### config.mk
export PLATFORM = sky130hd
export DESIGN_NAME = quoted_string_escape_decoder
export DESIGN_NICKNAME = d
export VERILOG_FILES = /design/src/design/qsed_pkg.sv /design/src/design/quoted_string_escape_decoder.sv
export VERILOG_INCLUDE_DIRS = /design/src /design/src/design
export SDC_FILE = /design/constraint.sdc
export NUM_CORES = 1
export LEC_CHECK = 0
export ABC_AREA = 1
export BUFFER_PORTS_ARGS = -buffer_cell sky130_fd_sc_hd__buf_2
export CELL_PAD_IN_SITES_DETAIL_PLACEMENT = 1
export CELL_PAD_IN_SITES_GLOBAL_PLACEMENT = 2
export CORE_ASPECT_RATIO = 1.2
export CORE_MARGIN = 2
export CORE_UTILIZATION = 38
export CTS_CLUSTER_DIAMETER = 60
export DETAILED_ROUTE_END_ITERATION = 8
export GPL_TIMING_DRIVEN = 1
export HOLD_SLACK_MARGIN = 0.03
export PLACE_DENSITY = 0.95
export SKIP_CTS_REPAIR_TIMING = 1
export SLEW_MARGIN = 10
export SYNTH_ARGS = -nofsm -noshare
export SYNTH_HDL_FRONTEND = slang
export SYNTH_SLANG_ARGS = --single-unit
### constraint.sdc
create_clock -name aclk -period 5.8 [get_ports aclk]
set_clock_uncertainty 0.15 [all_clocks]
set_input_delay 0.87 -clock aclk [delete_from_list [all_inputs] [get_ports aclk]]
set_output_delay 0.87 -clock aclk [all_outputs]
set_load 0.005 [all_outputs]
### src/design/assert_macros.svh
// Assertion macros for the escape decoder design.
// Needs a clock named aclk and an active-low reset named aresetn in scope.
`ifndef ASSERT_MACROS_SVH
`define ASSERT_MACROS_SVH

// Checked on every rising clock edge; ignored while reset is held.
`define QSED_ASSERT(lbl, prop, msg) \
    lbl: assert property (@(posedge aclk) disable iff (!aresetn) (prop)) else $error(msg);

// Checked on every rising clock edge, reset included.
`define QSED_ASSERT_ALWAYS(lbl, prop, msg) \
    lbl: assert property (@(posedge aclk) (prop)) else $error(msg);

`endif

### src/design/qsed_pkg.sv
// Shared types, character codes and decode helpers for the escape decoder.
// No dependencies.
package qsed_pkg;

    // escape stage codes
    localparam logic [2:0] ST_IDLE   = 3'd0; // plain text
    localparam logic [2:0] ST_BSLASH = 3'd1; // after backslash
    localparam logic [2:0] ST_OCT1   = 3'd2; // one octal digit seen
    localparam logic [2:0] ST_OCT2   = 3'd3; // two octal digits, or after 'x'
    localparam logic [2:0] ST_OCT3   = 3'd4; // three octal digits, or one hex digit
    localparam logic [2:0] ST_HEX2   = 3'd5; // two hex digits

    localparam logic [7:0] CH_BSLASH = 8'h5C;
    localparam logic [7:0] CH_X      = 8'h78;
    localparam logic [7:0] CH_ZERO   = 8'h30;
    localparam logic [7:0] CH_NINE   = 8'h39;
    localparam logic [7:0] CH_LO_A   = 8'h61;
    localparam logic [7:0] CH_LO_B   = 8'h62;
    localparam logic [7:0] CH_LO_F   = 8'h66;
    localparam logic [7:0] CH_LO_N   = 8'h6E;
    localparam logic [7:0] CH_LO_R   = 8'h72;
    localparam logic [7:0] CH_LO_T   = 8'h74;
    localparam logic [7:0] CH_LO_V   = 8'h76;
    localparam logic [7:0] CH_UP_A   = 8'h41;
    localparam logic [7:0] CH_UP_F   = 8'h46;

    localparam logic [7:0] CC_BEL = 8'h07;
    localparam logic [7:0] CC_BS  = 8'h08;
    localparam logic [7:0] CC_TAB = 8'h09;
    localparam logic [7:0] CC_LF  = 8'h0A;
    localparam logic [7:0] CC_VT  = 8'h0B;
    localparam logic [7:0] CC_FF  = 8'h0C;
    localparam logic [7:0] CC_CR  = 8'h0D;

    localparam int unsigned RES_SLOTS = 3;

    typedef struct packed {
        logic [7:0] byte_out;
        logic       byte_valid;
        logic       run_end;
        logic       string_end;
        logic       bad_escape;
    } res_t;

    function automatic logic is_octal(input logic [7:0] c);
        return c[7:3] == 5'b00110;
    endfunction

    function automatic logic is_hex(input logic [7:0] c);
        return (c >= CH_ZERO && c <= CH_NINE) || (c >= CH_LO_A && c <= CH_LO_F) ||
               (c >= CH_UP_A && c <= CH_UP_F);
    endfunction

    function automatic logic [3:0] hex_value(input logic [7:0] c);
        logic [7:0] d;
        if (c <= CH_NINE) begin
            d = c - CH_ZERO;
        end else if (c >= CH_LO_A) begin
            d = c - CH_LO_A + 8'd10;
        end else begin
            d = c - CH_UP_A + 8'd10;
        end
        return d[3:0];
    endfunction

    function automatic logic [7:0] map_escape(input logic [7:0] c);
        logic [7:0] m;
        unique case (c)
            CH_LO_A: m = CC_BEL;
            CH_LO_B: m = CC_BS;
            CH_LO_T: m = CC_TAB;
            CH_LO_R: m = CC_CR;
            CH_LO_N: m = CC_LF;
            CH_LO_V: m = CC_VT;
            CH_LO_F: m = CC_FF;
            default: m = c;
        endcase
        return m;
    endfunction

    function automatic res_t mk_res(input logic [7:0] b, input logic v, input logic bad);
        res_t r;
        r.byte_out   = b;
        r.byte_valid = v;
        r.run_end    = 1'b0;
        r.string_end = 1'b0;
        r.bad_escape = bad;
        return r;
    endfunction

endpackage

### src/design/quoted_string_escape_decoder.sv
// Results are registered in the result queue and leave on the m_ ports in order.
// Throughput: one byte per cycle while each gives at most one result and m_ready is high.
// A byte giving two (flushed numeric value plus a character or a bad-escape result) leaves
// at least two in the three-slot result queue, and the input stalls while two or more wait.
// Reset (synchronous, aresetn low): escape state cleared, result queue emptied.
// Depends on qsed_pkg and assert_macros.svh.
`include "assert_macros.svh"

module quoted_string_escape_decoder
    import qsed_pkg::*;
(
    input  logic       aclk,
    input  logic       aresetn,
    input  logic       s_valid,
    output logic       s_ready,
    input  logic [7:0] s_byte_in,
    input  logic       s_last_byte,
    output logic       m_valid,
    input  logic       m_ready,
    output logic [7:0] m_byte_out,
    output logic       m_byte_valid,
    output logic       m_run_end,
    output logic       m_string_end,
    output logic       m_bad_escape
);

    logic [2:0] stage_reg, stage_next;
    logic       hex_reg, hex_next;
    logic [7:0] pend_reg, pend_next;

    res_t       q_reg [RES_SLOTS];
    res_t       q_next [RES_SLOTS];
    logic [1:0] count_reg, count_next;

    res_t       res_v [2];
    logic [1:0] n_v;
    logic [1:0] base;
    logic       push, pop;

    assign s_ready = count_reg < 2'd2;
    assign m_valid = count_reg != 2'd0;
    assign push    = s_valid && s_ready;
    assign pop     = m_valid && m_ready;

    // escape decode of one byte: next state and up to two results
    always_comb begin
        stage_next = stage_reg;
        hex_next   = hex_reg;
        pend_next  = pend_reg;
        n_v        = 2'd0;
        res_v[0]   = mk_res(8'd0, 1'b0, 1'b0);
        res_v[1]   = mk_res(8'd0, 1'b0, 1'b0);

        if (stage_reg == ST_IDLE) begin
            if (s_byte_in == CH_BSLASH) begin
                stage_next = ST_BSLASH;
            end else begin
                res_v[n_v[0]] = mk_res(s_byte_in, 1'b1, 1'b0);
                n_v = n_v + 2'd1;
            end
        end else if (stage_reg == ST_BSLASH) begin
            if (is_octal(s_byte_in)) begin
                pend_next  = {5'd0, s_byte_in[2:0]};
                hex_next   = 1'b0;
                stage_next = ST_OCT1;
            end else begin
                stage_next = ST_IDLE;
                res_v[n_v[0]] = mk_res(map_escape(s_byte_in), 1'b1, 1'b0);
                n_v = n_v + 2'd1;
            end
        end else begin
            if (stage_reg == ST_OCT1 && s_byte_in == CH_X) begin
                hex_next   = 1'b1;
                stage_next = ST_OCT2;
            end else if (hex_reg && (stage_reg == ST_OCT2 || stage_reg == ST_OCT3) &&
                         is_hex(s_byte_in)) begin
                pend_next  = {pend_reg[3:0], hex_value(s_byte_in)};
                stage_next = stage_reg + 3'd1;
            end else if (stage_reg <= ST_OCT2 && is_octal(s_byte_in)) begin
                pend_next  = {pend_reg[4:0], s_byte_in[2:0]};
                stage_next = stage_reg + 3'd1;
            end else begin
                // terminator: flush the value, then treat the byte as plain text
                res_v[n_v[0]] = mk_res(pend_reg, 1'b1, 1'b0);
                n_v = n_v + 2'd1;
                hex_next = 1'b0;
                if (s_byte_in == CH_BSLASH) begin
                    stage_next = ST_BSLASH;
                end else begin
                    stage_next = ST_IDLE;
                    res_v[n_v[0]] = mk_res(s_byte_in, 1'b1, 1'b0);
                    n_v = n_v + 2'd1;
                end
            end
        end

        if (s_last_byte) begin
            if (stage_next >= ST_OCT1) begin
                res_v[n_v[0]] = mk_res(pend_next, 1'b1, 1'b0);
                n_v = n_v + 2'd1;
            end else if (stage_next == ST_BSLASH) begin
                res_v[n_v[0]] = mk_res(8'd0, 1'b0, 1'b1);
                n_v = n_v + 2'd1;
            end
            stage_next = ST_IDLE;
            hex_next   = 1'b0;
            pend_next  = 8'd0;
        end

        if (n_v == 2'd1) begin
            res_v[0].run_end    = 1'b1;
            res_v[0].string_end = s_last_byte;
        end else if (n_v == 2'd2) begin
            res_v[1].run_end    = 1'b1;
            res_v[1].string_end = s_last_byte;
        end
    end

    // result queue: shift on pop, append new results behind what remains
    always_comb begin
        base = pop ? count_reg - 2'd1 : count_reg;
        for (int i = 0; i < RES_SLOTS; i++) begin
            if (pop && i < RES_SLOTS - 1) begin
                q_next[i] = q_reg[i + 1];
            end else begin
                q_next[i] = q_reg[i];
            end
            if (push && n_v != 2'd0 && 2'(i) == base) begin
                q_next[i] = res_v[0];
            end
            if (push && n_v == 2'd2 && 2'(i) == base + 2'd1) begin
                q_next[i] = res_v[1];
            end
        end
        count_next = base + (push ? n_v : 2'd0);
    end

    always_ff @(posedge aclk) begin
        if (!aresetn) begin
            stage_reg <= ST_IDLE;
            hex_reg   <= 1'b0;
            pend_reg  <= 8'd0;
            count_reg <= 2'd0;
        end else begin
            if (push) begin
                stage_reg <= stage_next;
                hex_reg   <= hex_next;
                pend_reg  <= pend_next;
            end
            count_reg <= count_next;
        end
    end

    always_ff @(posedge aclk) begin
        for (int i = 0; i < RES_SLOTS; i++) begin
            q_reg[i] <= q_next[i];
        end
    end

    assign m_byte_out   = q_reg[0].byte_out;
    assign m_byte_valid = q_reg[0].byte_valid;
    assign m_run_end    = q_reg[0].run_end;
    assign m_string_end = q_reg[0].string_end;
    assign m_bad_escape = q_reg[0].bad_escape;

    `QSED_ASSERT(a_hex_stage,
        hex_reg |-> (stage_reg == ST_OCT2 || stage_reg == ST_OCT3 || stage_reg == ST_HEX2),
        "hex mode outside hex stages")
    `QSED_ASSERT(a_last_clears,
        (s_valid && s_ready && s_last_byte) |=>
            (stage_reg == ST_IDLE && !hex_reg && pend_reg == 8'd0),
        "escape state not cleared after last byte")
    `QSED_ASSERT(a_end_flags, (m_valid && m_string_end) |-> m_run_end,
        "string end without run end")
    // stage is unknown until the first reset edge, so only judged once reset is released
    `QSED_ASSERT_ALWAYS(a_stage_range, !aresetn || stage_reg <= ST_HEX2,
        "escape stage out of range")

endmodule
== Word level (Yosys, flattened, before mapping) ==
Memory sizes are Yosys's and may differ from the RTL's.
Index checks and enable logic that the tools add are counted.
W data, S select, Z words.
Storage, ports and cells
  flip-flop bits (word level): 14
  bits in latches: 0
  memory bits (writable): 36
  bits in read-only memories: 0
  bits of input ports: 13
  output and inout port bits: 14
  word-level logic and storage cells: 147
  memories: 1
Cells by class
  add/subtract/negate cells: 10
  multiply operators: 0
  divide/modulo/power cells: 0
  order comparisons: 11
  equality and inequality tests: 25
  shift operators: 0
  multiplexer cells: 65
  bitwise gates (word level): 4
  reduce and logical (&&, ||, !) cells: 27
Memories
  q_reg: words 3, bits a word 12, rd ports 3, clocked after memory_dff 0, write ports 3, RTL line quoted_string_escape_decoder.sv:31  | res_t q_reg [RES_SLOTS];
Operators with widths (number)
  $mux W12: 15
  $mux W24: 6
  $eq A8 B7 Y1 const B: 9
  $mux W8: 7
  $pmux W8 S7: 1
  $mux W2: 15
  $bwmux W24: 1
  $and A22 B22 Y22: 1
  $not A22 Y22: 1
  $mux W3: 7
  $logic_and A1 B1 Y1: 18
  $ge A8 B7 Y1 const B: 2
  $le A8 B7 Y1 const B: 2
  $demux W12 S1: 1
  $sub A4 B1 Y4 const B: 3
  $mux W1: 10
  $add A4 B4 Y4 const B: 2
  $ge A8 B6 Y1 const B: 1
  $le A8 B6 Y1 const B: 1
  $mux W4: 2
  $ne A4 B4 Y1 const B: 2
  $eq A3 B1 Y1 const B: 2
  $eq A3 B2 Y1 const B: 2
  $eq A5 B3 Y1 const B: 1
  other kinds (23): 30

== Depth between registers and ports, before layout ==
  depth after elaboration: 22
  gate-level depth with buffers: 27
  depth with buffers taken out: 26

== Least setup slack after synthesis ==
Ideal clock, no wire load.
  kind: input-to-reg
  start: in s_byte_in[0]
  end: mem q_reg[0][12] (netlist bit), enable pin
  library setup time: 0.361 ns
  data arrival time: 3.626 ns
  data required time: 5.289 ns
  slack: 1.663 ns
  stages: 21
  buffers on the path: 1
  cells stage by stage: inv_1 -> ha_1 -> nand3_1 -> nor3_1 -> nand2_1 -> nand2_2 -> nor2_1 -> inv_2 -> nor2_1 -> nand2_1 -> nand3_1 -> nor2_1 -> ha_1 -> nand4_1 -> nand2_1 -> nand2_1 -> nand2_8 -> nor2_4 -> nand2_2 -> buf_2 -> nand3_1
RTL lines
  start, declared: RTL line quoted_string_escape_decoder.sv:16  | input logic [7:0] s_byte_in,
  end, declared: RTL line quoted_string_escape_decoder.sv:31

==> results.cfg <==
[status]
status = completed

[power_and_ir_drop]
combPwrFrac_pct = 35.2
switchingPower_uw = 492
cell_internal_pwr_uw = 831
swShare_pct = 37.2
seq_power_share_pct = 42.1
vdd_drop_max_mv = 0.125
p_per_area_nw_per_um2 = 281
leakage_nw = 2.13
clockPowerShare_pct = 22.7

[logic_synthesis]
synth_top_area_cell = edfxtp_1
seq_area_frac_synth_pct = 30.6
synthCells = 637
syn_avg_cell_area_um2 = 6.98
synth_top_area_share_pct = 24.3
async_flop_share_pct = 0
synth-main-ff-cell = edfxtp_1
netlist_top_cells_area = edfxtp_1 (24%), nand2_1 (16%), nand3_1 (9.3%)
synth.cell_area_um2 = 4450
synthesis.nets = 666
ys_types = 45
synth_common_cells = nand2_1 (188), nand3_1 (83), inv_1 (72)
synth_edf_count = 36
synth.most_common_cell = nand2_1
yosys_warnings = 0
ys_ff_latch = 50

[detailed_routing]
vias_per_cell = 5.35
routedWlPerCell_um = 17.5
ant_nets = 0
drt_iter0_markers = 249
vias = 4270
drc = 0
firstDrtPassIters = 4
routed_wirelength_mm = 13.9

[global_routing]
grt_pass1_vias = 4441
grt_usage_pct = 23.0
grt_max_degree = 26
grt_first_pass_wirelength_mm = 22.7
antenna_found_initial = 0
grt_overflow = 0

[placement]
placedCellCount = 790
hpwlAfterDp_mm = 11.3
globalplace.congestion = 0.930
port_buffers = 26

[cts]
clk_latency_ns = 0.29
cts_tree = yes
cts_buffers = 5
clk_pin_slew_worst_paths_ns = 0.07
htreeDepth = 2
clk_path_buf_depth = 2
clock_sinks = 50
cts_root_buf = clkbuf_16

[layout]
final_layout_size_suffix_gt1_share_pct = 14.4
instances_no_fill = 798
register_area_um2 = 1360
area_growth_pct = 5.97
nFillCells = 1537
nets = 669
largest_reg_flops = 36
n_antenna_cell = 0
multiInputGateArea_um2 = 2540

[setup_path]
r2r-end = q_reg[0][21]$_DFFE_PP_
required_ns = 5.58
arrival_ns = 4.40
worst_setup_path_start_kind = primary input
r2r_slack_ns = 1.37
crit_type = primary input to register
worstReg2RegStart = stage_reg[0]$_SDFFE_PN0P_
reg2reg_depth = 19
crit_path_end_kind = register
cp_max_fo = 14

[timing]
hold_viol_final = 0
max_freq_ghz = 0.216
setup_viol = 0
slew_viol_final = 0
worst_slew_pin_slew_ns = 1.13
finalCritPeriodShare_pct = 79.7
min_period_ns = 4.62
relSlewSlack_pct = 24.2
rsz0062_at_grt = false
finalSetupTns_ns = 0

[floorplan]
rows = 43
core_area_um2 = 11500
die_x_um = 103
die_y_um = 123
initial_core_util_pct = 38.6
io-pin-count = 27
dieArea_um2 = 12600

[min_path]
hold_path_class = register to register
hold_depth = 2
hold_start = hex_reg$_SDFFE_PN0P_
min_to = hex_reg$_SDFFE_PN0P_

[run]
maxCapViolations = 0
## critical path: stages
cell	delay [ns]
buf_2	0.17
inv_1	0.17
ha_1	0.29
nand3_1	0.10
nor3_1	0.06
nand2_1	0.10
nand2_2	0.09
inv_1	0.32
nand3_2	0.15
nand2_1	0.12
nand3_1	0.15
nor2_1	0.27
ha_1	0.29
nand4_1	0.08
nand2_1	0.05
nand2_1	0.16
nand2_8	0.09
nor2_4	0.13
nand2_2	0.18
nand3_1	0.56
## worst max-delay path by stage
stage / start / to / slack [ns] / cells after the start
after floorplan: s_byte_in[0] / q_reg[0][12]$_DFFE_PP_ / 1.66 / 21
after global placement: s_byte_in[0] / q_reg[0][16]$_DFFE_PP_ / 1.04 / 20
after detailed placement: s_byte_in[0] / q_reg[0][21]$_DFFE_PP_ / 0.85 / 20
after CTS: s_byte_in[0] / q_reg[0][21]$_DFFE_PP_ / 1.14 / 20
after global routing: s_byte_in[0] / q_reg[0][21]$_DFFE_PP_ / 0.79 / 22
final: s_byte_in[0] / q_reg[0][21]$_DFFE_PP_ / 1.18 / 20
## stage by stage
step / hold WS [ns] / utilization [%] / total power, mW / cell area, um^2 / setup WS (ns)
after floorplan: 0.286 / - / 0.929 / 4450 / 1.66
after global placement: 0.303 / 39.7 / 1.01 / 4570 / 1.04
after detailed placement: 0.324 / 39.7 / 1.04 / 4570 / 0.847
after CTS: 0.334 / 40.9 / 1.34 / 4710 / 1.14
after global routing: 0.345 / 40.9 / 1.42 / 4710 / 0.790
final: 0.332 / 40.9 / 1.32 / 4710 / 1.18
## power groups by stage
stage	Clock, mW	Combinational [mW]	Sequential (mW)
2_1_floorplan	0	0.368	0.560
3_3_place_gp	0	0.442	0.563
3_5_place_dp	0	0.469	0.568
4_1_cts	0.305	0.471	0.560
5_1_grt	0.315	0.540	0.568
6_report	0.300	0.466	0.557
## cell families (layout without fill, tap and decap cells)
logic type | Yosys count | after routing | share of synthesized area (%)
muxes | 3 | 3 | 0.675
and+or+nand+nor | 352 | 352 | 38.8
AOI/OAI and AO/OA | 93 | 93 | 12.3
adders and majority gates | 16 | 16 | 4.50
buffers and inverters | 119 | 123 | 12.3
DFF | 50 | 50 | 30.6
xor gates and xnor gates | 4 | 4 | 0.788
## per-layer routing
| metal | routed length, um | track usage [%] | up-vias |
|---|---|---|---|
| li1 | - | - | 2093 |
| met1 | 5930 | 27.7 | 2032 |
| met2 | 7120 | 42.0 | 104 |
| met3 | 392 | 2.33 | 41 |
| met4 | 497 | 8.14 | 0 |
| met5 | 0 | 0 | - |
## layout make-up
| type | count | share of cell area (%) |
|---|---|---|
| inverter | 89 | 7.20 |
| multi-input combinational | 468 | 53.9 |
| clock buffer | 5 | 2.66 |
| tap | 157 | 4.17 |
| clock inverter | 3 | 0.451 |
| sequential | 50 | 28.9 |
| timing repair buffer | 26 | 2.76 |
## placed cells by master, fill, tap and decap left out, types with 4 or more instances in the layout
cell type  count
nand2_1      188
nand3_1       83
inv_1         72
edfxtp_1      36
o21ai_0       31
nor2_1        28
buf_2         26
a21oi_1       24
ha_1          16
dfxtp_1       14
inv_2         13
nand2_2       12
o21ai_1       11
o211ai_1      10
nand4_1        8
clkbuf_16      5
nor2_4         4
nor3_2         4
nand2_4        4
No activity file was read; power rests on OpenSTA's default activity.
